===== src/rtl/assert_macros.svh =====
// Assertion helpers shared by the RTL.
`ifndef ASSERT_MACROS_SVH
`define ASSERT_MACROS_SVH

// same-cycle implication
`define ASSERT_IMPLIES(label, clk, rst, ante, cons) \
   label: assert property (@(posedge clk) disable iff (rst) (ante) |-> (cons)) \
      else $error("assertion failed: same-cycle implication");

// next-cycle implication
`define ASSERT_NEXT(label, clk, rst, ante, cons) \
   label: assert property (@(posedge clk) disable iff (rst) (ante) |=> (cons)) \
      else $error("assertion failed: next-cycle implication");

`endif


===== src/rtl/srbp_pkg.sv =====
package srbp_pkg;

   localparam int FIFO_DEPTH_DEF = 32;
   localparam int OP_W           = 3;
   localparam int BYTE_W         = 8;
   localparam int COUNT_W        = 5;

   localparam logic [OP_W-1:0] OP_RX_PUSH = 3'd0;
   localparam logic [OP_W-1:0] OP_RX_POP  = 3'd1;
   localparam logic [OP_W-1:0] OP_TX_PUSH = 3'd2;
   localparam logic [OP_W-1:0] OP_TX_POP  = 3'd3;
   localparam logic [OP_W-1:0] OP_CLEAR   = 3'd4;

   // controller -> datapath strobes
   typedef struct packed {
      logic capture;   // latch request word
      logic execute;   // run the operation on the FIFOs
      logic load;      // fill the response register
   } cmd_type;

endpackage


===== src/rtl/serial_ring_buffer_pair_unit.sv =====
// UART byte FIFO pair: a receive ring and a transmit ring of FIFO_DEPTH bytes
// each (power of two, one slot kept empty, so FIFO_DEPTH-1 usable). A request
// word carries an op (rx push, rx pop, tx push, tx pop, clear) and a byte; every
// request yields exactly one response word with the popped byte, its valid bit,
// the push accept bit, the receive fill count and the transmit irq flag. tx
// pushes are dropped while csr tx_enabled is low. A request passes the execute
// step (pointer compare, store write and registered store read), then the load
// step that fills the response register once it is free or being drained; a
// new request is taken in the same cycle that the previous response is loaded,
// as long as the response register is free or being drained. No clearing pass
// after reset: pointers reset, stores do not.
module serial_ring_buffer_pair_unit #(
   parameter int FIFO_DEPTH = srbp_pkg::FIFO_DEPTH_DEF
) (
   input  logic                           clock,
   input  logic                           reset,
   // request channel
   input  logic                           req_valid,
   output logic                           req_ready,
   input  logic [srbp_pkg::OP_W-1:0]      req_op,
   input  logic [srbp_pkg::BYTE_W-1:0]    req_data_in,
   // response channel
   output logic                           rsp_valid,
   input  logic                           rsp_ready,
   output logic [srbp_pkg::BYTE_W-1:0]    rsp_data_out,
   output logic                           rsp_data_valid,
   output logic                           rsp_accepted,
   output logic [srbp_pkg::COUNT_W-1:0]   rsp_rx_count,
   output logic                           rsp_tx_irq_enable,
   // tx_enabled register
   input  logic                           csr_write_enable,
   input  logic                           csr_write_data
);
   import srbp_pkg::*;

   cmd_type cmd;

   // sequencer: idle -> execute -> load
   srbp_ctrl u_ctrl (
      .clock     (clock),
      .reset     (reset),
      .req_valid (req_valid),
      .req_ready (req_ready),
      .rsp_valid (rsp_valid),
      .rsp_ready (rsp_ready),
      .cmd       (cmd)
   );

   // pointers, stores, response register
   srbp_datapath #(
      .FIFO_DEPTH (FIFO_DEPTH)
   ) u_datapath (
      .clock             (clock),
      .reset             (reset),
      .cmd               (cmd),
      .req_op            (req_op),
      .req_data_in       (req_data_in),
      .csr_write_enable  (csr_write_enable),
      .csr_write_data    (csr_write_data),
      .rsp_data_out      (rsp_data_out),
      .rsp_data_valid    (rsp_data_valid),
      .rsp_accepted      (rsp_accepted),
      .rsp_rx_count      (rsp_rx_count),
      .rsp_tx_irq_enable (rsp_tx_irq_enable)
   );

endmodule


===== src/rtl/srbp_ctrl.sv =====
`include "assert_macros.svh"

module srbp_ctrl (
   input  logic              clock,
   input  logic              reset,
   input  logic              req_valid,
   output logic              req_ready,
   output logic              rsp_valid,
   input  logic              rsp_ready,
   output srbp_pkg::cmd_type cmd
);
   import srbp_pkg::*;

   localparam logic [1:0] S_IDLE = 2'd0;
   localparam logic [1:0] S_EXEC = 2'd1;
   localparam logic [1:0] S_LOAD = 2'd2;

   logic [1:0] state_ff, state_in;
   logic       rsp_valid_ff, rsp_valid_in;
   logic       out_free;
   logic       take;

   assign out_free  = !rsp_valid_ff || rsp_ready;
   assign req_ready = (state_ff == S_IDLE) || ((state_ff == S_LOAD) && out_free);
   assign take      = req_valid && req_ready;
   assign rsp_valid = rsp_valid_ff;

   always_comb begin
      state_in    = state_ff;
      cmd.capture = take;
      cmd.execute = 1'b0;
      cmd.load    = 1'b0;
      case (state_ff)
         S_IDLE: begin
            if (take) begin
               state_in = S_EXEC;
            end
         end
         S_EXEC: begin
            cmd.execute = 1'b1;
            state_in    = S_LOAD;
         end
         S_LOAD: begin
            if (out_free) begin
               cmd.load = 1'b1;
               state_in = take ? S_EXEC : S_IDLE;
            end
         end
         default: begin
            state_in = S_IDLE;
         end
      endcase
   end

   always_comb begin
      if (cmd.load) begin
         rsp_valid_in = 1'b1;
      end else if (rsp_ready) begin
         rsp_valid_in = 1'b0;
      end else begin
         rsp_valid_in = rsp_valid_ff;
      end
   end

   always_ff @(posedge clock) begin
      if (reset) begin
         state_ff     <= S_IDLE;
         rsp_valid_ff <= 1'b0;
      end else begin
         state_ff     <= state_in;
         rsp_valid_ff <= rsp_valid_in;
      end
   end

   `ASSERT_NEXT(a_exec_then_load, clock, reset, state_ff == S_EXEC, state_ff == S_LOAD)
   `ASSERT_IMPLIES(a_load_needs_room, clock, reset, cmd.load, !rsp_valid_ff || rsp_ready)

endmodule


===== src/rtl/srbp_datapath.sv =====
`include "assert_macros.svh"

module srbp_datapath #(
   parameter int FIFO_DEPTH = srbp_pkg::FIFO_DEPTH_DEF
) (
   input  logic                           clock,
   input  logic                           reset,
   input  srbp_pkg::cmd_type              cmd,
   input  logic [srbp_pkg::OP_W-1:0]      req_op,
   input  logic [srbp_pkg::BYTE_W-1:0]    req_data_in,
   input  logic                           csr_write_enable,
   input  logic                           csr_write_data,
   output logic [srbp_pkg::BYTE_W-1:0]    rsp_data_out,
   output logic                           rsp_data_valid,
   output logic                           rsp_accepted,
   output logic [srbp_pkg::COUNT_W-1:0]   rsp_rx_count,
   output logic                           rsp_tx_irq_enable
);
   import srbp_pkg::*;

   localparam int PTR_W = $clog2(FIFO_DEPTH);

   // request word
   logic [OP_W-1:0]   op_ff;
   logic [BYTE_W-1:0] data_in_ff;

   logic tx_enabled_ff;

   // ring pointers and irq flag
   logic [PTR_W-1:0] rx_wr_ff, rx_wr_in, rx_rd_ff, rx_rd_in;
   logic [PTR_W-1:0] tx_wr_ff, tx_wr_in, tx_rd_ff, tx_rd_in;
   logic             irq_ff, irq_in;
   logic [PTR_W-1:0] rx_wr_nxt, tx_wr_nxt;
   logic             rx_full, rx_empty, tx_full, tx_empty;
   logic             rx_we, tx_we;

   logic [BYTE_W-1:0] rx_mem [FIFO_DEPTH];
   logic [BYTE_W-1:0] tx_mem [FIFO_DEPTH];
   logic [BYTE_W-1:0] rx_rd_data_ff, tx_rd_data_ff;

   // per-operation result flags
   logic res_valid_ff, res_valid_in;
   logic res_acc_ff, res_acc_in;
   logic res_tx_ff, res_tx_in;

   // response register
   logic [BYTE_W-1:0]        out_data_ff;
   logic                     out_valid_ff, out_acc_ff, out_irq_ff;
   logic [COUNT_W-1:0]       out_count_ff;
   logic [PTR_W-1:0]         rx_fill;
   logic [PTR_W+COUNT_W-1:0] rx_fill_ext;

   // assertion terms
   logic exec_clear, exec_rx_push, ptrs_zero;

   assign rx_wr_nxt = rx_wr_ff + 1'b1;
   assign tx_wr_nxt = tx_wr_ff + 1'b1;
   assign rx_full   = (rx_wr_nxt == rx_rd_ff);
   assign tx_full   = (tx_wr_nxt == tx_rd_ff);
   assign rx_empty  = (rx_wr_ff == rx_rd_ff);
   assign tx_empty  = (tx_wr_ff == tx_rd_ff);

   always_comb begin
      rx_wr_in     = rx_wr_ff;
      rx_rd_in     = rx_rd_ff;
      tx_wr_in     = tx_wr_ff;
      tx_rd_in     = tx_rd_ff;
      irq_in       = irq_ff;
      rx_we        = 1'b0;
      tx_we        = 1'b0;
      res_valid_in = 1'b0;
      res_acc_in   = 1'b0;
      res_tx_in    = 1'b0;
      case (op_ff)
         OP_RX_PUSH: begin
            if (!rx_full) begin
               rx_we      = 1'b1;
               rx_wr_in   = rx_wr_nxt;
               res_acc_in = 1'b1;
            end
         end
         OP_RX_POP: begin
            if (!rx_empty) begin
               rx_rd_in     = rx_rd_ff + 1'b1;
               res_valid_in = 1'b1;
            end
         end
         OP_TX_PUSH: begin
            if (tx_enabled_ff) begin
               if (!tx_full) begin
                  tx_we      = 1'b1;
                  tx_wr_in   = tx_wr_nxt;
                  res_acc_in = 1'b1;
               end
               irq_in = 1'b1;
            end
         end
         OP_TX_POP: begin
            if (tx_empty) begin
               irq_in = 1'b0;
            end else begin
               tx_rd_in     = tx_rd_ff + 1'b1;
               res_valid_in = 1'b1;
               res_tx_in    = 1'b1;
            end
         end
         OP_CLEAR: begin
            rx_wr_in = '0;
            rx_rd_in = '0;
            tx_wr_in = '0;
            tx_rd_in = '0;
         end
         default: begin
         end
      endcase
   end

   always_ff @(posedge clock) begin
      if (reset) begin
         rx_wr_ff      <= '0;
         rx_rd_ff      <= '0;
         tx_wr_ff      <= '0;
         tx_rd_ff      <= '0;
         irq_ff        <= 1'b0;
         tx_enabled_ff <= 1'b0;
      end else begin
         if (csr_write_enable) begin
            tx_enabled_ff <= csr_write_data;
         end
         if (cmd.execute) begin
            rx_wr_ff <= rx_wr_in;
            rx_rd_ff <= rx_rd_in;
            tx_wr_ff <= tx_wr_in;
            tx_rd_ff <= tx_rd_in;
            irq_ff   <= irq_in;
         end
      end
   end

   always_ff @(posedge clock) begin
      if (cmd.capture) begin
         op_ff      <= req_op;
         data_in_ff <= req_data_in;
      end
      if (cmd.execute) begin
         res_valid_ff <= res_valid_in;
         res_acc_ff   <= res_acc_in;
         res_tx_ff    <= res_tx_in;
      end
   end

   // receive store
   always_ff @(posedge clock) begin
      if (cmd.execute && rx_we) begin
         rx_mem[rx_wr_ff] <= data_in_ff;
      end
      if (cmd.execute) begin
         rx_rd_data_ff <= rx_mem[rx_rd_ff];
      end
   end

   // transmit store
   always_ff @(posedge clock) begin
      if (cmd.execute && tx_we) begin
         tx_mem[tx_wr_ff] <= data_in_ff;
      end
      if (cmd.execute) begin
         tx_rd_data_ff <= tx_mem[tx_rd_ff];
      end
   end

   assign rx_fill     = rx_wr_ff - rx_rd_ff;
   assign rx_fill_ext = {{COUNT_W{1'b0}}, rx_fill};

   always_ff @(posedge clock) begin
      if (cmd.load) begin
         out_data_ff  <= res_valid_ff ? (res_tx_ff ? tx_rd_data_ff : rx_rd_data_ff) : '0;
         out_valid_ff <= res_valid_ff;
         out_acc_ff   <= res_acc_ff;
         out_count_ff <= rx_fill_ext[COUNT_W-1:0];
         out_irq_ff   <= irq_ff;
      end
   end

   assign rsp_data_out      = out_data_ff;
   assign rsp_data_valid    = out_valid_ff;
   assign rsp_accepted      = out_acc_ff;
   assign rsp_rx_count      = out_count_ff;
   assign rsp_tx_irq_enable = out_irq_ff;

   assign exec_clear   = cmd.execute && (op_ff == OP_CLEAR);
   assign exec_rx_push = cmd.execute && (op_ff == OP_RX_PUSH) && !rx_full;
   assign ptrs_zero    = (rx_wr_ff == '0) && (rx_rd_ff == '0) &&
                         (tx_wr_ff == '0) && (tx_rd_ff == '0);

   `ASSERT_NEXT(a_clear_zeroes_ptrs, clock, reset, exec_clear, ptrs_zero)
   `ASSERT_NEXT(a_rx_push_advances, clock, reset, exec_rx_push, rx_wr_ff == $past(rx_wr_nxt))

endmodule

===== config.mk =====
export PLATFORM = sky130hd
export DESIGN_NAME = serial_ring_buffer_pair_unit
export DESIGN_NICKNAME = d
export VERILOG_FILES = /design/src/rtl/srbp_pkg.sv /design/src/rtl/serial_ring_buffer_pair_unit.sv /design/src/rtl/srbp_ctrl.sv /design/src/rtl/srbp_datapath.sv
export VERILOG_INCLUDE_DIRS = /design/src /design/src/rtl
export SDC_FILE = /design/constraint.sdc
export NUM_CORES = 1
export LEC_CHECK = 0
export ABC_CLOCK_PERIOD_IN_PS = 2700
export BUFFER_PORTS_ARGS = -buffer_cell sky130_fd_sc_hd__buf_4
export CORE_AREA = 2 2 335 204
export DETAILED_ROUTE_END_ITERATION = 10
export DIE_AREA = 0 0 337 206
export SKIP_LAST_GASP = 1
export SLEW_MARGIN = 0
export SYNTH_ARGS = -nofsm -noshare
export SYNTH_HDL_FRONTEND = slang
export SYNTH_SLANG_ARGS = --single-unit

===== constraint.sdc =====
create_clock -name clock -period 2.7 [get_ports clock]
set_input_delay 0.135 -clock clock [delete_from_list [all_inputs] [get_ports clock]]
set_output_delay 0.135 -clock clock [all_outputs]
set_load 0.05 [all_outputs]

==> flow_summary.json, run 1 <==
{
  "final_common_cell": "edfxtp_1",
  "netlist_top_cells_area": "edfxtp_1 (73%), mux4_2 (16%), dfxtp_1 (2.2%), nor2_1 (1.3%), mux2_2 (0.78%)",
  "cts-root-buf": "clkbuf_16",
  "synth_nets": 1136,
  "async_reset_ff_share_pct": 0,
  "avgSynthCellArea_um2": 20.9,
  "final_cell_mix": "edfxtp_1 (558), mux4_2 (160), buf_4 (146), nor2_1 (75), clkbuf_16 (53)",
  "yosys.area.top_type_share_pct": 72.6,
  "fin_skew_ns": 0.0143,
  "holdPathEnd": "u_datapath.op_ff[1]$_DFFE_PN_",
  "cts.sinks": 583,
  "fp.dieH_um": 206,
  "route.detailed.drc": 0,
  "worstSkewPairLatency_ns": 0.59,
  "portBuffers": 34,
  "initial_core_util_pct": 34.5,
  "tightestPinTransition_ns": 0.777,
  "cts_buffers": 51,
  "antenna_found_initial": 4,
  "core_area_um2": 66900,
  "fillCellCount": 5894,
  "grtUsageTotal_pct": 15.9,
  "grt_pass1_vias": 11400,
  "yosys_warnings": 0,
  "period_needed_ns": 2.53,
  "grt_max_degree": 65,
  "r2r.worst_path.cells": 8,
  "ys.flop_type": "edfxtp_1",
  "area_delta_synth_final_pct": 17.3,
  "ir_worst_vdd_v": 0.000448,
  "hold-path-cell-count": 2,
  "regToRegSetupSlack_ns": 0.17,
  "clkTransAtPathRegs_ns": 0.07,
  "nets": 1307,
  "dpl_worst_slack_ns": 0.191,
  "p_leak_nw": 8.40,
  "ant_nets": 0,
  "vias_per_cell": 5.22,
  "vias": 11600,
  "netlist_area_um2": 23100,
  "cp.required_ns": 3.04,
  "status": "complete, no violations",
  "ys_ff_latch": 583,
  "cp_slowest_stage_delay_ns": 0.47,
  "grt_overflow": 0,
  "path_class": "flop to flop",
  "wire_per_inst_um": 24.6,
  "htreeDepth": 2,
  "fp.dieW_um": 337,
  "synth_top_area_cell": "edfxtp_1",
  "drtIter0Drc": 1490,
  "slew_headroom_pct": 48.2,
  "power_density_nw_per_um2": 651,
  "grt_setup_unrepaired": "no",
  "reg2reg_from": "u_datapath.tx_wr_ff[1]$_SDFFE_PP0P_",
  "timing.rr.end": "u_datapath.tx_mem[23][5]$_DFFE_PP_",
  "antenna_cells": 0,
  "rows": 74,
  "setup.worst_path.end_class": "flop",
  "cts_tree": "yes",
  "worstPathCellList": "ha_2, nand3_1, o21ai_0, o2111ai_2, nand3_1, buf_4, nor2_1, buf_4",
  "fin_ws_ns": 0.167,
  "drt-total-wl_mm": 54.8,
  "clock.fmax_mhz": 395,
  "crit_path_top_delay_cell": "dfxtp_1",
  "critPathMaxFanout": 9,
  "grt_pass1_wl_mm": 79.9,
  "cts_buffer_depth": 3,
  "synth-edff-count": 558,
  "netlist_instances": 1104,
  "finalHoldViolCount": 0,
  "min_from": "req_valid",
  "fin_crit_sh_pct": 93.8,
  "setup_viol": 0,
  "ys_types": 58,
  "crit_arrival_ns": 2.88,
  "hold_path.class": "primary input to flop",
  "tns_ns": 0,
  "dp_hpwl_mm": 36.0,
  "drtPass1Iterations": 6,
  "worst_setup_path_start_kind": "flop",
  "cts_setup_buffers": 0,
  "io_pins": 35,
  "maxSlewViolCount": 0,
  "ys_seq_area_share_pct": 74.8,
  "place.gp.congestion": 0.835,
  "layout-drive-gt1-share_pct": 32.3,
  "drv_cap": 0,
  "dieArea_um2": 69400
}
state kept, by name, indices dropped and copies added, names as in the netlist, 8 cells and up:
register	count
u_datapath.rx_mem	256
u_datapath.tx_mem	256
u_datapath.data_in_ff	8
u_datapath.rsp_data_out	8
u_datapath.rx_rd_data_ff	8
u_datapath.tx_rd_data_ff	8
worst max path at each step:
stage | startpoint | to | slack, ns | cells after the start
after floorplan | u_datapath.rx_rd_ff[1]$_SDFFE_PP0P_ | u_datapath.rx_rd_ff[4]$_SDFFE_PP0P_ | 0.10 | 10
after global placement | u_datapath.tx_wr_ff[1]$_SDFFE_PP0P_ | u_datapath.tx_mem[21][5]$_DFFE_PP_ | 0.21 | 8
after detailed placement | u_datapath.rx_wr_ff[0]$_SDFFE_PP0P_ | u_datapath.rx_mem[3][2]$_DFFE_PP_ | 0.19 | 7
after CTS | u_datapath.rx_wr_ff[0]$_SDFFE_PP0P_ | u_datapath.rx_mem[3][3]$_DFFE_PP_ | 0.18 | 7
after global routing | u_datapath.tx_wr_ff[3]$_SDFFE_PP0P_ | u_datapath.tx_mem[12][3]$_DFFE_PP_ | 0.002 | 7
final | u_datapath.tx_wr_ff[1]$_SDFFE_PP0P_ | u_datapath.tx_mem[23][5]$_DFFE_PP_ | 0.17 | 8
repair_timing:
item,CTS,global route
resized for setup,0,5
setup endpoints to repair,0,149
hold buffers,17,0
endpoints found under the hold margin,26,0
synth_stat cells (4+ instances only):
library cell / instances
a21oi_1: 16
a31oi_1: 4
and2_1: 4
buf_1: 5
buf_2: 12
buf_4: 4
clkbuf_1: 28
dfxtp_1: 25
edfxtp_1: 558
ha_1: 14
inv_1: 18
mux2_2: 16
mux2i_1: 10
mux4_2: 160
nand2_1: 13
nand2b_1: 8
nand3_1: 20
nand3b_1: 6
nand4_1: 4
nor2_1: 78
nor2b_1: 14
nor3_1: 5
o21ai_0: 10
or3_1: 8
xnor2_1: 9
xor2_1: 9
power breakdown:
group / internal, mW / leakage (nW) / switching [mW] / total [mW]
combinational: 0.0906 / 2.34 / 0.248 / 0.339
clock: 4.08 / 0.828 / 3.26 / 7.34
sequential: 9.93 / 5.24 / 0.0288 / 9.96
total: 14.1 / 8.40 / 3.53 / 17.6
per-stage QoR:
step	utilization (%)	total power, mW	hold WS [ns]	instance area (um2)	instances
2_1_floorplan	-	10.3	0.234	23100	1104
3_3_place_gp	37.7	10.5	0.317	25200	2117
3_5_place_dp	37.7	10.5	0.315	25200	2117
4_1_cts	40.4	17.8	0.242	27100	2229
5_1_grt	40.5	18.2	0.260	27100	2229
6_report	40.5	17.6	0.277	27100	2229
cell families (layout without fill, tap and decap cells):
logic type               count (synthesis)  count (layout)  share of synthesized area (%)
flip-flops                             583             583                           74.8
multiplexers                           186             186                           16.8
XOR/XNOR                                19              19                          0.754
AO/OA/AOI/OAI                           58              58                           1.70
buffers and inverters                   71             284                           1.38
adder cells (fa/ha/maj)                 15              15                          0.846
AND/OR/NAND/NOR                        172             172                           3.72
layer usage:
layer | up-vias | GRT usage [%] | part of all wire, %
met4 | 0 | 2.63 | 1.2
met3 | 57 | 3.88 | 10
li1 | 4899 | - | -
met5 | - | 0 | 0
met1 | 6207 | 27.1 | 50
met2 | 473 | 20.0 | 39
layout make-up:
class,count,area [um2],share of cell area [%]
inverter,19,71.3,0.263
clock inverter,27,219,0.809
clock buffer,68,1460,5.38
multi-input combinational,450,5520,20.4
timing repair buffer,170,1410,5.19
sequential,583,17300,63.8
tap,912,1140,4.21
critical path: cells and delay by family, from the launching register on:
family,cells,cell delay [ns]
compound gates,2,0.65
fa+ha+maj,1,0.33
buf+inv,2,0.43
flops,1,0.47
simple gates,3,0.38
Note: power is estimated with default switching activity, not from simulation.
==> run 2: changes to the inputs <==
Settings changed: CTS_BUF_LIST set to sky130_fd_sc_hd__clkbuf_8 sky130_fd_sc_hd__clkbuf_16.
==> run 2 against run 1 <==
Critical path depth fell by 1; power fell by 0.15%; hold slack improved by 0.0030 ns; non-clock buffer count did not move; flip-flop and latch count did not move; largest cell class unchanged; design area barely moved; largest power group unchanged; core utilization barely moved; maximum frequency fell by 0.45%; clock power barely moved; worst setup slack got worse by 0.012 ns.
==> flow_summary.json, run 2 (synthesis results as in run 1) <==
{
  "status": "complete, no violations",
  "drtIter0Drc": 1440,
  "vias_per_cell": 5.21,
  "cts_tree": "yes",
  "drt-total-wl_mm": 54.8,
  "final_cell_mix": "edfxtp_1 (558), mux4_2 (160), buf_4 (146), nor2_1 (76), clkbuf_16 (53)",
  "setup_viol": 0,
  "dp_hpwl_mm": 36.0,
  "ir_worst_vdd_v": 0.000452,
  "cts-root-buf": "clkbuf_16",
  "vias": 11600,
  "layout-drive-gt1-share_pct": 32.0,
  "core_area_um2": 66900,
  "grt_pass1_wl_mm": 79.8,
  "fin_skew_ns": 0.0137,
  "cts_buffer_depth": 3,
  "maxSlewViolCount": 0,
  "grt_pass1_vias": 11400,
  "worstSkewPairLatency_ns": 0.60,
  "p_leak_nw": 8.43,
  "drv_cap": 0,
  "final_common_cell": "edfxtp_1",
  "timing.rr.end": "u_datapath.tx_mem[31][0]$_DFFE_PP_",
  "startpoint": "u_datapath.tx_wr_ff[3]$_SDFFE_PP0P_",
  "path_class": "flop to flop",
  "grtUsageTotal_pct": 15.9,
  "grt_max_degree": 65,
  "antenna_cells": 0,
  "multi_input_area_um2": 5510,
  "tightestPinTransition_ns": 0.790,
  "grt_overflow": 0,
  "place.gp.congestion": 0.835,
  "drtPass1Iterations": 6,
  "worst_setup_path_start_kind": "flop",
  "antenna_found_initial": 4,
  "cp-endpoint": "u_datapath.tx_mem[31][0]$_DFFE_PP_",
  "initial_core_util_pct": 34.5,
  "power_density_nw_per_um2": 651,
  "setup.worst_path.end_class": "flop",
  "tns_ns": 0,
  "htreeDepth": 2,
  "regToRegSetupSlack_ns": 0.16,
  "grt_setup_unrepaired": "yes",
  "rows": 74,
  "fp.dieH_um": 206,
  "cp.required_ns": 3.04,
  "portBuffers": 34,
  "ant_nets": 0,
  "fillCellCount": 5896,
  "period_needed_ns": 2.54,
  "io_pins": 35,
  "fin_crit_sh_pct": 94.2,
  "reg_top3": "u_datapath.rx_mem: 256 flops, u_datapath.tx_mem: 256 flops",
  "critPathMaxFanout": 13,
  "cts_setup_buffers": 0,
  "dieArea_um2": 69400,
  "area_delta_synth_final_pct": 17.3,
  "wire_per_inst_um": 24.6,
  "hold_path.class": "primary input to flop",
  "finalHoldViolCount": 0,
  "r2r.worst_path.cells": 7,
  "crit_arrival_ns": 2.89,
  "slew_headroom_pct": 47.3,
  "nets": 1307,
  "cts.sinks": 583,
  "route.detailed.drc": 0,
  "cts_buffers": 51,
  "clock.fmax_mhz": 393,
  "regArea_um2": 17300,
  "dpl_worst_slack_ns": 0.191,
  "clkTransAtPathRegs_ns": 0.07,
  "fp.dieW_um": 337,
  "reg2reg_from": "u_datapath.tx_wr_ff[3]$_SDFFE_PP0P_",
  "fin_ws_ns": 0.156
}
[run 2: worst min path at each step]
stage                              start                            endpoint  cells after the start
after floorplan           req_data_in[0]  u_datapath.data_in_ff[0]$_DFFE_PN_                      0
after global placement    req_data_in[6]  u_datapath.data_in_ff[6]$_DFFE_PN_                      1
after detailed placement  req_data_in[4]  u_datapath.data_in_ff[4]$_DFFE_PN_                      1
after CTS                 req_data_in[6]  u_datapath.data_in_ff[6]$_DFFE_PN_                      2
after global routing      req_data_in[4]  u_datapath.data_in_ff[4]$_DFFE_PN_                      2
final                          req_valid       u_datapath.op_ff[1]$_DFFE_PN_                      2
[run 2: through the flow]
step | utilization, % | power (mW) | area (um2) | cells | hold slack, ns
6_report | 40.4 | 17.6 | 27100 | 2229 | 0.280
5_1_grt | 40.4 | 18.2 | 27100 | 2229 | 0.260
4_1_cts | 40.4 | 17.8 | 27100 | 2229 | 0.242
3_5_place_dp | 37.7 | 10.5 | 25200 | 2117 | 0.315
3_3_place_gp | 37.7 | 10.5 | 25200 | 2117 | 0.317
2_1_floorplan | - | 10.3 | 23100 | 1104 | 0.234
[run 2: final cells by class]
type | count | area share, %
clock buffers | 60 | 5.26
flip-flops and latches | 583 | 63.8
multi-input cells | 450 | 20.4
well taps | 912 | 4.22
inverters | 19 | 0.263
repair buffers | 170 | 5.20
clock inverters | 35 | 0.920
[run 2: what timing repair did]
item                                    CTS  global route
endpoints found under the hold margin    26             0
hold buffers                             17             0
endpoints found under the setup margin    0           145
gates resized for setup                   0             3
[run 2: per-layer routing]
| metal | track usage (%) | part of all wire (%) | vias up |
|---|---|---|---|
| li1 | - | - | 4893 |
| met1 | 27.1 | 51 | 6190 |
| met2 | 20.0 | 38 | 474 |
| met3 | 3.88 | 9.8 | 55 |
| met4 | 2.63 | 1.2 | 0 |
| met5 | 0 | 0 | - |
[run 2: power by group]
part,switching [mW],internal (mW)
clock,3.27,4.04
sequential,0.0289,9.93
combinational,0.248,0.0905
[run 2: worst max-delay path, stage by stage, from the launching register on]
cell       delay [ns]
dfxtp_1          0.76
nand3_1          0.19
o21ai_0          0.31
o2111ai_2        0.34
nand3_1          0.18
buf_4            0.23
nor2_1           0.08
buf_4            0.19
